==> config.mk <==
export PLATFORM = sky130hd
export DESIGN_NAME = nmea_sentence_framer_unit
export DESIGN_NICKNAME = d
export VERILOG_FILES = /design/src/hw/rtl/nsf_pkg.sv /design/src/hw/rtl/nsf_tracker.sv /design/src/hw/rtl/nsf_out_buf.sv /design/src/hw/rtl/nmea_sentence_framer_unit.sv
export SDC_FILE = /design/constraint.sdc
export NUM_CORES = 1
export LEC_CHECK = 0
export ABC_AREA = 1
export BUFFER_PORTS_ARGS = -buffer_cell sky130_fd_sc_hd__clkbuf_2
export CELL_PAD_IN_SITES_DETAIL_PLACEMENT = 1
export CELL_PAD_IN_SITES_GLOBAL_PLACEMENT = 1
export CORE_UTILIZATION = 50
export CTS_CLUSTER_DIAMETER = 50
export DETAILED_ROUTE_END_ITERATION = 10
export PLACE_DENSITY_LB_ADDON = 0.1
export SYNTH_ARGS = -nofsm -noshare
export SYNTH_HDL_FRONTEND = slang
export SYNTH_HIERARCHICAL = 1
export SYNTH_SLANG_ARGS = --single-unit
==> constraint.sdc <==
create_clock -name clk -period 10.6 [get_ports clk]
set_input_delay 1.06 -clock clk [delete_from_list [all_inputs] [get_ports clk]]
set_output_delay 1.06 -clock clk [all_outputs]
set_load 0.01 [all_outputs]
==> src/hw/rtl/nsf_pkg.sv <==
// Shared types, character constants and helper functions for the NMEA sentence framer.
package nsf_pkg;

  localparam logic [7:0] CH_DOLLAR = 8'h24;
  localparam logic [7:0] CH_STAR   = 8'h2A;
  localparam logic [7:0] CH_LF     = 8'h0A;
  localparam logic [7:0] CH_CR     = 8'h0D;
  localparam logic [7:0] CH_COMMA  = 8'h2C;
  localparam logic [7:0] CH_0      = 8'h30;
  localparam logic [7:0] CH_9      = 8'h39;
  localparam logic [7:0] CH_UA     = 8'h41;
  localparam logic [7:0] CH_UF     = 8'h46;
  localparam logic [7:0] CH_LA     = 8'h61;
  localparam logic [7:0] CH_LF_HEX = 8'h66;

  localparam logic [7:0] LEN_SAT   = 8'hFF;
  localparam logic [4:0] COMMA_SAT = 5'd30;
  localparam int         MASK_W    = 16;

  localparam logic [1:0] KIND_OTHER = 2'd0;
  localparam logic [1:0] KIND_GGA   = 2'd1;
  localparam logic [1:0] KIND_RMC   = 2'd2;

  typedef struct packed {
    logic [1:0]        sentence_kind;
    logic              checksum_ok;
    logic              too_long;
    logic [4:0]        field_count;
    logic [MASK_W-1:0] filled_mask;
    logic [7:0]        sentence_length;
  } nsf_report_t;

  // Tag characters after '$': position 1..5.
  function automatic logic [7:0] gga_char(input logic [2:0] pos);
    logic [7:0] c;
    case (pos)
      3'd1:    c = 8'h47; // G
      3'd2:    c = 8'h4E; // N
      3'd3:    c = 8'h47; // G
      3'd4:    c = 8'h47; // G
      3'd5:    c = 8'h41; // A
      default: c = 8'h00;
    endcase
    return c;
  endfunction

  function automatic logic [7:0] rmc_char(input logic [2:0] pos);
    logic [7:0] c;
    case (pos)
      3'd1:    c = 8'h47; // G
      3'd2:    c = 8'h4E; // N
      3'd3:    c = 8'h52; // R
      3'd4:    c = 8'h4D; // M
      3'd5:    c = 8'h43; // C
      default: c = 8'h00;
    endcase
    return c;
  endfunction

  // Bit 4 set: not a hex digit. Bits 3:0: digit value.
  function automatic logic [4:0] hex_digit(input logic [7:0] c);
    logic [4:0] r;
    r = 5'h10;
    if (c >= CH_0 && c <= CH_9) begin
      r = {1'b0, 4'(c - CH_0)};
    end else if (c >= CH_UA && c <= CH_UF) begin
      r = {1'b0, 4'(c - CH_UA + 8'd10)};
    end else if (c >= CH_LA && c <= CH_LF_HEX) begin
      r = {1'b0, 4'(c - CH_LA + 8'd10)};
    end
    return r;
  endfunction

endpackage

==> src/hw/rtl/nsf_tracker.sv <==
// Input byte register and per-sentence tracking state; builds the report on LF.
module nsf_tracker #(
  parameter int MAX_LEN     = 128,
  parameter int FIELD_SLOTS = 16
) (
  input  logic                clk,
  input  logic                rst_n,
  input  logic                take,
  input  logic [7:0]          byte_in,
  input  logic                space,
  output logic                hold,
  output logic                push,
  output nsf_pkg::nsf_report_t report
);
  import nsf_pkg::*;

  typedef enum logic [1:0] {PH_BODY, PH_HI, PH_LO, PH_DONE} phase_t;

  logic        s1_valid_r;
  logic [7:0]  s1_byte_r;

  logic              in_sent_r,  in_sent_nxt;
  phase_t            phase_r,    phase_nxt;
  logic [7:0]        xor_r,      xor_nxt;
  logic [7:0]        rsum_r,     rsum_nxt;
  logic              hexv_r,     hexv_nxt;
  logic [7:0]        count_r,    count_nxt;
  logic              gga_r,      gga_nxt;
  logic              rmc_r,      rmc_nxt;
  logic [4:0]        comma_r,    comma_nxt;
  logic              filled_r,   filled_nxt;
  logic [MASK_W-1:0] mask_r,     mask_nxt;

  logic              is_lf;
  logic              adv;
  logic [MASK_W-1:0] mask_commit;
  logic [4:0]        hd;
  logic [7:0]        b;

  assign b     = s1_byte_r;
  assign is_lf = in_sent_r && (b == CH_LF);
  assign adv   = s1_valid_r && (!is_lf || space);
  assign hold  = s1_valid_r && !adv;
  assign push  = adv && is_lf;
  assign hd    = hex_digit(b);

  // Close the current field into the mask.
  always_comb begin
    mask_commit = mask_r;
    if (filled_r && (comma_r < 5'(FIELD_SLOTS))) begin
      mask_commit = mask_r | (MASK_W'(1) << comma_r[3:0]);
    end
  end

  always_comb begin
    in_sent_nxt = in_sent_r;
    phase_nxt   = phase_r;
    xor_nxt     = xor_r;
    rsum_nxt    = rsum_r;
    hexv_nxt    = hexv_r;
    count_nxt   = count_r;
    gga_nxt     = gga_r;
    rmc_nxt     = rmc_r;
    comma_nxt   = comma_r;
    filled_nxt  = filled_r;
    mask_nxt    = mask_r;
    if (!in_sent_r) begin
      if (b == CH_DOLLAR) begin
        in_sent_nxt = 1'b1;
        phase_nxt   = PH_BODY;
        xor_nxt     = '0;
        rsum_nxt    = '0;
        hexv_nxt    = 1'b0;
        count_nxt   = 8'd1;
        gga_nxt     = 1'b1;
        rmc_nxt     = 1'b1;
        comma_nxt   = '0;
        filled_nxt  = 1'b1;
        mask_nxt    = '0;
      end
    end else begin
      if (count_r != LEN_SAT) begin
        count_nxt = count_r + 8'd1;
      end
      if (count_r >= 8'd1 && count_r <= 8'd5) begin
        if (b != gga_char(count_r[2:0])) gga_nxt = 1'b0;
        if (b != rmc_char(count_r[2:0])) rmc_nxt = 1'b0;
      end
      case (phase_r)
        PH_BODY: begin
          if (b == CH_STAR || b == CH_CR || b == CH_LF) begin
            mask_nxt  = mask_commit;
            phase_nxt = (b == CH_STAR) ? PH_HI : PH_DONE;
          end else begin
            xor_nxt = xor_r ^ b;
            if (b == CH_COMMA) begin
              mask_nxt   = mask_commit;
              if (comma_r < COMMA_SAT) comma_nxt = comma_r + 5'd1;
              filled_nxt = 1'b0;
            end else begin
              filled_nxt = 1'b1;
            end
          end
        end
        PH_HI: begin
          if (!hd[4]) begin
            rsum_nxt  = {hd[3:0], 4'h0};
            phase_nxt = PH_LO;
          end else begin
            hexv_nxt  = 1'b0;
            phase_nxt = PH_DONE;
          end
        end
        PH_LO: begin
          if (!hd[4]) begin
            rsum_nxt = rsum_r | {4'h0, hd[3:0]};
            hexv_nxt = 1'b1;
          end else begin
            hexv_nxt = 1'b0;
          end
          phase_nxt = PH_DONE;
        end
        default: begin
        end
      endcase
    end
  end

  always_comb begin
    report.sentence_kind   = gga_nxt ? KIND_GGA : (rmc_nxt ? KIND_RMC : KIND_OTHER);
    report.checksum_ok     = hexv_nxt && (rsum_nxt == xor_nxt);
    report.too_long        = count_nxt >= 8'(MAX_LEN - 1);
    report.field_count     = comma_nxt + 5'd1;
    report.filled_mask     = mask_nxt;
    report.sentence_length = count_nxt;
  end

  always_ff @(posedge clk) begin
    if (take) s1_byte_r <= byte_in;
    if (!rst_n) begin
      s1_valid_r <= 1'b0;
      in_sent_r  <= 1'b0;
      phase_r    <= PH_BODY;
      xor_r      <= '0;
      rsum_r     <= '0;
      hexv_r     <= 1'b0;
      count_r    <= '0;
      gga_r      <= 1'b0;
      rmc_r      <= 1'b0;
      comma_r    <= '0;
      filled_r   <= 1'b0;
      mask_r     <= '0;
    end else begin
      if (take) begin
        s1_valid_r <= 1'b1;
      end else if (adv) begin
        s1_valid_r <= 1'b0;
      end
      if (adv) begin
        if (is_lf) begin
          in_sent_r <= 1'b0;
          phase_r   <= PH_BODY;
          xor_r     <= '0;
          rsum_r    <= '0;
          hexv_r    <= 1'b0;
          count_r   <= '0;
          gga_r     <= 1'b0;
          rmc_r     <= 1'b0;
          comma_r   <= '0;
          filled_r  <= 1'b0;
          mask_r    <= '0;
        end else begin
          in_sent_r <= in_sent_nxt;
          phase_r   <= phase_nxt;
          xor_r     <= xor_nxt;
          rsum_r    <= rsum_nxt;
          hexv_r    <= hexv_nxt;
          count_r   <= count_nxt;
          gga_r     <= gga_nxt;
          rmc_r     <= rmc_nxt;
          comma_r   <= comma_nxt;
          filled_r  <= filled_nxt;
          mask_r    <= mask_nxt;
        end
      end
    end
  end

endmodule

==> src/hw/rtl/nsf_out_buf.sv <==
// Result register with a skid entry behind it.
module nsf_out_buf (
  input  logic                clk,
  input  logic                rst_n,
  input  logic                push,
  input  nsf_pkg::nsf_report_t report_in,
  output logic                space,
  output logic                out_valid,
  input  logic                out_stall,
  output nsf_pkg::nsf_report_t report_out
);
  import nsf_pkg::*;

  logic        head_valid_r;
  nsf_report_t head_r;
  logic        skid_valid_r;
  nsf_report_t skid_r;
  logic        pop;

  assign pop        = head_valid_r && !out_stall;
  assign space      = !skid_valid_r || pop;
  assign out_valid  = head_valid_r;
  assign report_out = head_r;

  always_ff @(posedge clk) begin
    if (!rst_n) begin
      head_valid_r <= 1'b0;
      skid_valid_r <= 1'b0;
    end else begin
      if (pop || !head_valid_r) begin
        if (skid_valid_r) begin
          head_r       <= skid_r;
          head_valid_r <= 1'b1;
          skid_valid_r <= push;
          if (push) skid_r <= report_in;
        end else begin
          head_valid_r <= push;
          if (push) head_r <= report_in;
        end
      end else if (push) begin
        skid_r       <= report_in;
        skid_valid_r <= 1'b1;
      end
    end
  end

endmodule

==> src/hw/rtl/nmea_sentence_framer_unit.sv <==
// Top level of the NMEA 0183 sentence framer and checksum checker.
//
// Takes one received character per item and emits one report per LF that
// ends a sentence opened by '$'. Every item is held in an input
// register; the tracking logic then updates the sentence state (body XOR,
// hex checksum digits, GNGGA/GNRMC tag match, saturating length, comma count
// and non-empty field mask) in a single pass, and on LF the report is written
// to the result register. out_valid rises once the LF's report is in the
// result register, later only while earlier reports still wait; one item
// is accepted every cycle while in_stall is low. A skid entry behind the result
// register lets the input keep flowing while a report waits; in_stall only
// rises when both the result register and the skid entry hold reports and
// the pending input byte is another LF. Bytes outside a sentence other than
// '$' produce nothing. too_long flags sentences of at least MAX_LEN - 1
// bytes; filled_mask covers fields 0 to FIELD_SLOTS - 1.
module nmea_sentence_framer_unit #(
  parameter int MAX_LEN     = 128,
  parameter int FIELD_SLOTS = 16
) (
  input  logic        clk,
  input  logic        rst_n,
  input  logic        in_valid,
  output logic        in_stall,
  input  logic [7:0]  in_rx_byte,
  output logic        out_valid,
  input  logic        out_stall,
  output logic [1:0]  out_sentence_kind,
  output logic        out_checksum_ok,
  output logic        out_too_long,
  output logic [4:0]  out_field_count,
  output logic [15:0] out_filled_mask,
  output logic [7:0]  out_sentence_length
);
  import nsf_pkg::*;

  logic        hold;
  logic        take;
  logic        push;
  logic        space;
  nsf_report_t rpt_new;
  nsf_report_t rpt_out;

  // Input register is free unless its byte (an LF) cannot reach the buffer.
  assign in_stall = hold;
  assign take     = in_valid && !hold;

  nsf_tracker #(
    .MAX_LEN     (MAX_LEN),
    .FIELD_SLOTS (FIELD_SLOTS)
  ) u_tracker (
    .clk     (clk),
    .rst_n   (rst_n),
    .take    (take),
    .byte_in (in_rx_byte),
    .space   (space),
    .hold    (hold),
    .push    (push),
    .report  (rpt_new)
  );

  nsf_out_buf u_out_buf (
    .clk        (clk),
    .rst_n      (rst_n),
    .push       (push),
    .report_in  (rpt_new),
    .space      (space),
    .out_valid  (out_valid),
    .out_stall  (out_stall),
    .report_out (rpt_out)
  );

  assign out_sentence_kind   = rpt_out.sentence_kind;
  assign out_checksum_ok     = rpt_out.checksum_ok;
  assign out_too_long        = rpt_out.too_long;
  assign out_field_count     = rpt_out.field_count;
  assign out_filled_mask     = rpt_out.filled_mask;
  assign out_sentence_length = rpt_out.sentence_length;

endmodule

==> results.md <==
- Status: finished clean
- Top Usage Layer GRT: met2
- Share of cells above drive strength 1: 0.1729
- Worst slack, placed: 7152 ps
- Final GP Congestion: ~0.87
- Total gr overflow: 0
- Clk buf depth: 2
- RSZ-0062 raised after global routing: no
- Final antenna-violating net count: 0
- Die W: 122.4 um
- CP endpoint: in_stall
- Worst-skew pair later-pin latency: approximately 430 ps
- Worst-path clk slew: 60 ps
- Routing usage on met2: 0.5309
- Multi-input gate area: about 3300 um^2
- Fin util: 0.5784
- Fillcell total: roughly 1.7k
- DRC violations left: 0
- CTS tree: built
- Slew @ Worst Pin: approximately 1100 ps
- CP startpoint kind: flip-flop
- Most common cell after layout, fill and taps aside: nand2_1
- Syn. warnings: 6
- Antenna violations before repair: 0
- Hold Crit Class: flip-flop to flip-flop
- Hold buffers post-CTS: 0
- # port buffers: 46
- Netlist area before placement: a little over 7000 um^2
- Met3 usage: 0.05623
- Vias in the first global route: 6575
- Most frequent cells in the layout: nand2_1, edfxtp_1, inv_1
- Fin nets: approximately 960
- # diodes: 0
- Syn_nets: around 930
- Required time worst endpoint: between 9000 and 10000 ps
- Worst Reg-to-Reg Cells: 14
- Final setup viols: 0
- Leakage: 3.272 nW
- Resize count post-CTS: 0
- Maxcap violations: 0
- Worst rel slew slack: 0.2689
- Final WS setup: roughly 7000 ps
- CTS buffer count: 17
- Sequential share of the synthesized area: 0.4582
- Via density: around 5.6
- Yosys reg bits: between 100 and 150
- Final Hold Fails: 0
- Gate Count Post-Synth: 893
- Pin count of the biggest net entering global routing: 50
- Detailed Routing Iterations Pass 1: 5
- Clock net sink count: 129
- RR Endpoint: u_out_buf/report_out[30]
- FF+latch area: 3323 um^2
- Half-perimeter wire length after placement: between 10000 and 15000 um
- CP startpoint: u_tracker/b[0]
- Final min period: roughly 3600 ps
- Avg Inst Size Synth: 8.121 um^2
- Max-slew violation count: 0
- Crit-path max FO: 8
- Period utilisation layout: 0.3387
- Clock skew: ~6.3 ps
- Level count of the clock H-tree: 4
- Setup crit end kind: primary output
- Power Density: between 100 and 150 nW/um^2
- Max Freq: 278.5 MHz
- Setup TNS: 0 ps
- Initial core utilization: 0.5184
- Core box area: 13990 um^2
- Met1 Use GR: 0.3565
- DR vias: about 6.3k
- Setup Crit Path Kind: flip-flop to primary output
- CTS Root Cell: clkbuf_16
- Detailed Route WL: just over 20000 um
- Worst Path Arrival: about 2500 ps
- Peak supply drop: roughly 0.093 mV
- R2R setup slack: about 7400 ps
- Num ports: between 40 and 50
- First-pass GRT wire length: approximately 34000 um
- Rows: 43
- GRT Total Usage: 0.2997
- Initial DRC count: 447
- Worst r2r src: u_tracker/b[0]
- Setup Fix Bufs, Post-CTS: 0
- Die area: 14990 um^2
- Area added between synthesis and finish: 11.58%
- Die height: ~120 um
- Drt wl/cell: 18.57 um
- Library cells used by synthesis: 50
-- metrics by stage --
step                cell area (um^2)  power, mW  std cells  hold slack (ps)
CTS                             8092      1.169       1117            467.4
detailed placement              7506     0.5827       1085            458.0
global placement                7506     0.5812       1085            448.5
finish                          8092      1.160       1117            463.2
global route                    8092      1.189       1117            491.2
floorplan                       7252     0.5737        893            429.7
-- state kept, by name, indices dropped and copies added, names as in the netlist --
register,flops
u_out_buf/report_out,33
u_out_buf/skid_r,33
u_tracker/mask_r,16
u_tracker/b,8
u_tracker/count_r,8
u_tracker/rsum_r,8
u_tracker/xor_r,8
u_tracker/comma_r,5
u_tracker/phase_r,2
u_out_buf/out_valid,1
u_out_buf/skid_valid_r,1
u_tracker/filled_r,1
u_tracker/gga_r,1
u_tracker/hexv_r,1
u_tracker/in_sent_r,1
u_tracker/rmc_r,1
u_tracker/s1_valid_r,1
-- metal layers --
metal  share of wire  routed length, um
met5               0                  0
met4           0.023                476
met3           0.038                796
met2            0.52              10680
met1            0.42               8785
-- worst max-delay path, cell delays in order (launching register included) --
cell and delay [ps]:
edfxtp_1 540, inv_1 220, ha_1 200, nand3_2 160, inv_1 120, nand3_2 160, nor3_1 470, clkbuf_2 230
-- cells by family after synthesis --
kind of cell | Yosys count | share of synthesized area
buffers and inverters | 125 | 0.08316
XOR/XNOR | 13 | 0.01570
adder cells (fa/ha/maj) | 23 | 0.03968
AO/OA/AOI/OAI | 128 | 0.1035
AND/OR/NAND/NOR | 475 | 0.2997
flip-flops | 129 | 0.4582
-- report_power, final --
part	internal, mW	leakage (nW)	switching [mW]	total, mW
sequential	0.528	1.13	0.00793	0.535
combinational	0.0105	1.86	0.0263	0.0368
clock	0.349	0.281	0.239	0.587
-- cell usage after synthesis, drive strengths merged --
library cell  count  share of area
buf              32          0.033
xor2              7         0.0085
clkinv            2         0.0017
nor3              9         0.0083
nor2             39          0.026
a21boi            1         0.0010
dfxtp            55           0.15
ha               23          0.040
xnor2             6         0.0072
o21a              2         0.0021
a22oi             2         0.0028
o22ai             3         0.0026
o2111ai           2         0.0024
o21ai            52          0.043
nor4              1        0.00086
a221oi            1         0.0012
clkbuf            8         0.0041
o221ai            1         0.0012
a21oi            63          0.047
nand3            58          0.052
o211ai            1         0.0010
or2               4         0.0035
nand4            15          0.015
inv              83          0.044
nand2           348           0.19
edfxtp           74           0.31
nand3b            1         0.0010
-- final cells by class --
class	count	share of cell area
multi-input combinational	639	0.4138
sequential	129	0.4107
clock buffer	17	0.05257
inverter	85	0.04129
timing repair buffer	52	0.03402
tap	180	0.02783
clock inverter	15	0.01979
-- worst min-delay path by stage --
stage | from | end | slack [ps] | cells after the start
2_1_floorplan | u_tracker/filled_r | u_tracker/filled_r | 430 | 2
3_3_place_gp | u_tracker/rmc_r | u_tracker/rmc_r | 450 | 2
3_5_place_dp | u_tracker/rsum_r[6] | u_tracker/rsum_r[6] | 460 | 2
4_1_cts | u_tracker/rsum_r[6] | u_tracker/rsum_r[6] | 470 | 2
5_1_grt | u_tracker/rsum_r[5] | u_tracker/rsum_r[5] | 490 | 2
6_report | u_tracker/rsum_r[6] | u_tracker/rsum_r[6] | 460 | 2
(Power assumes the default switching activity.)
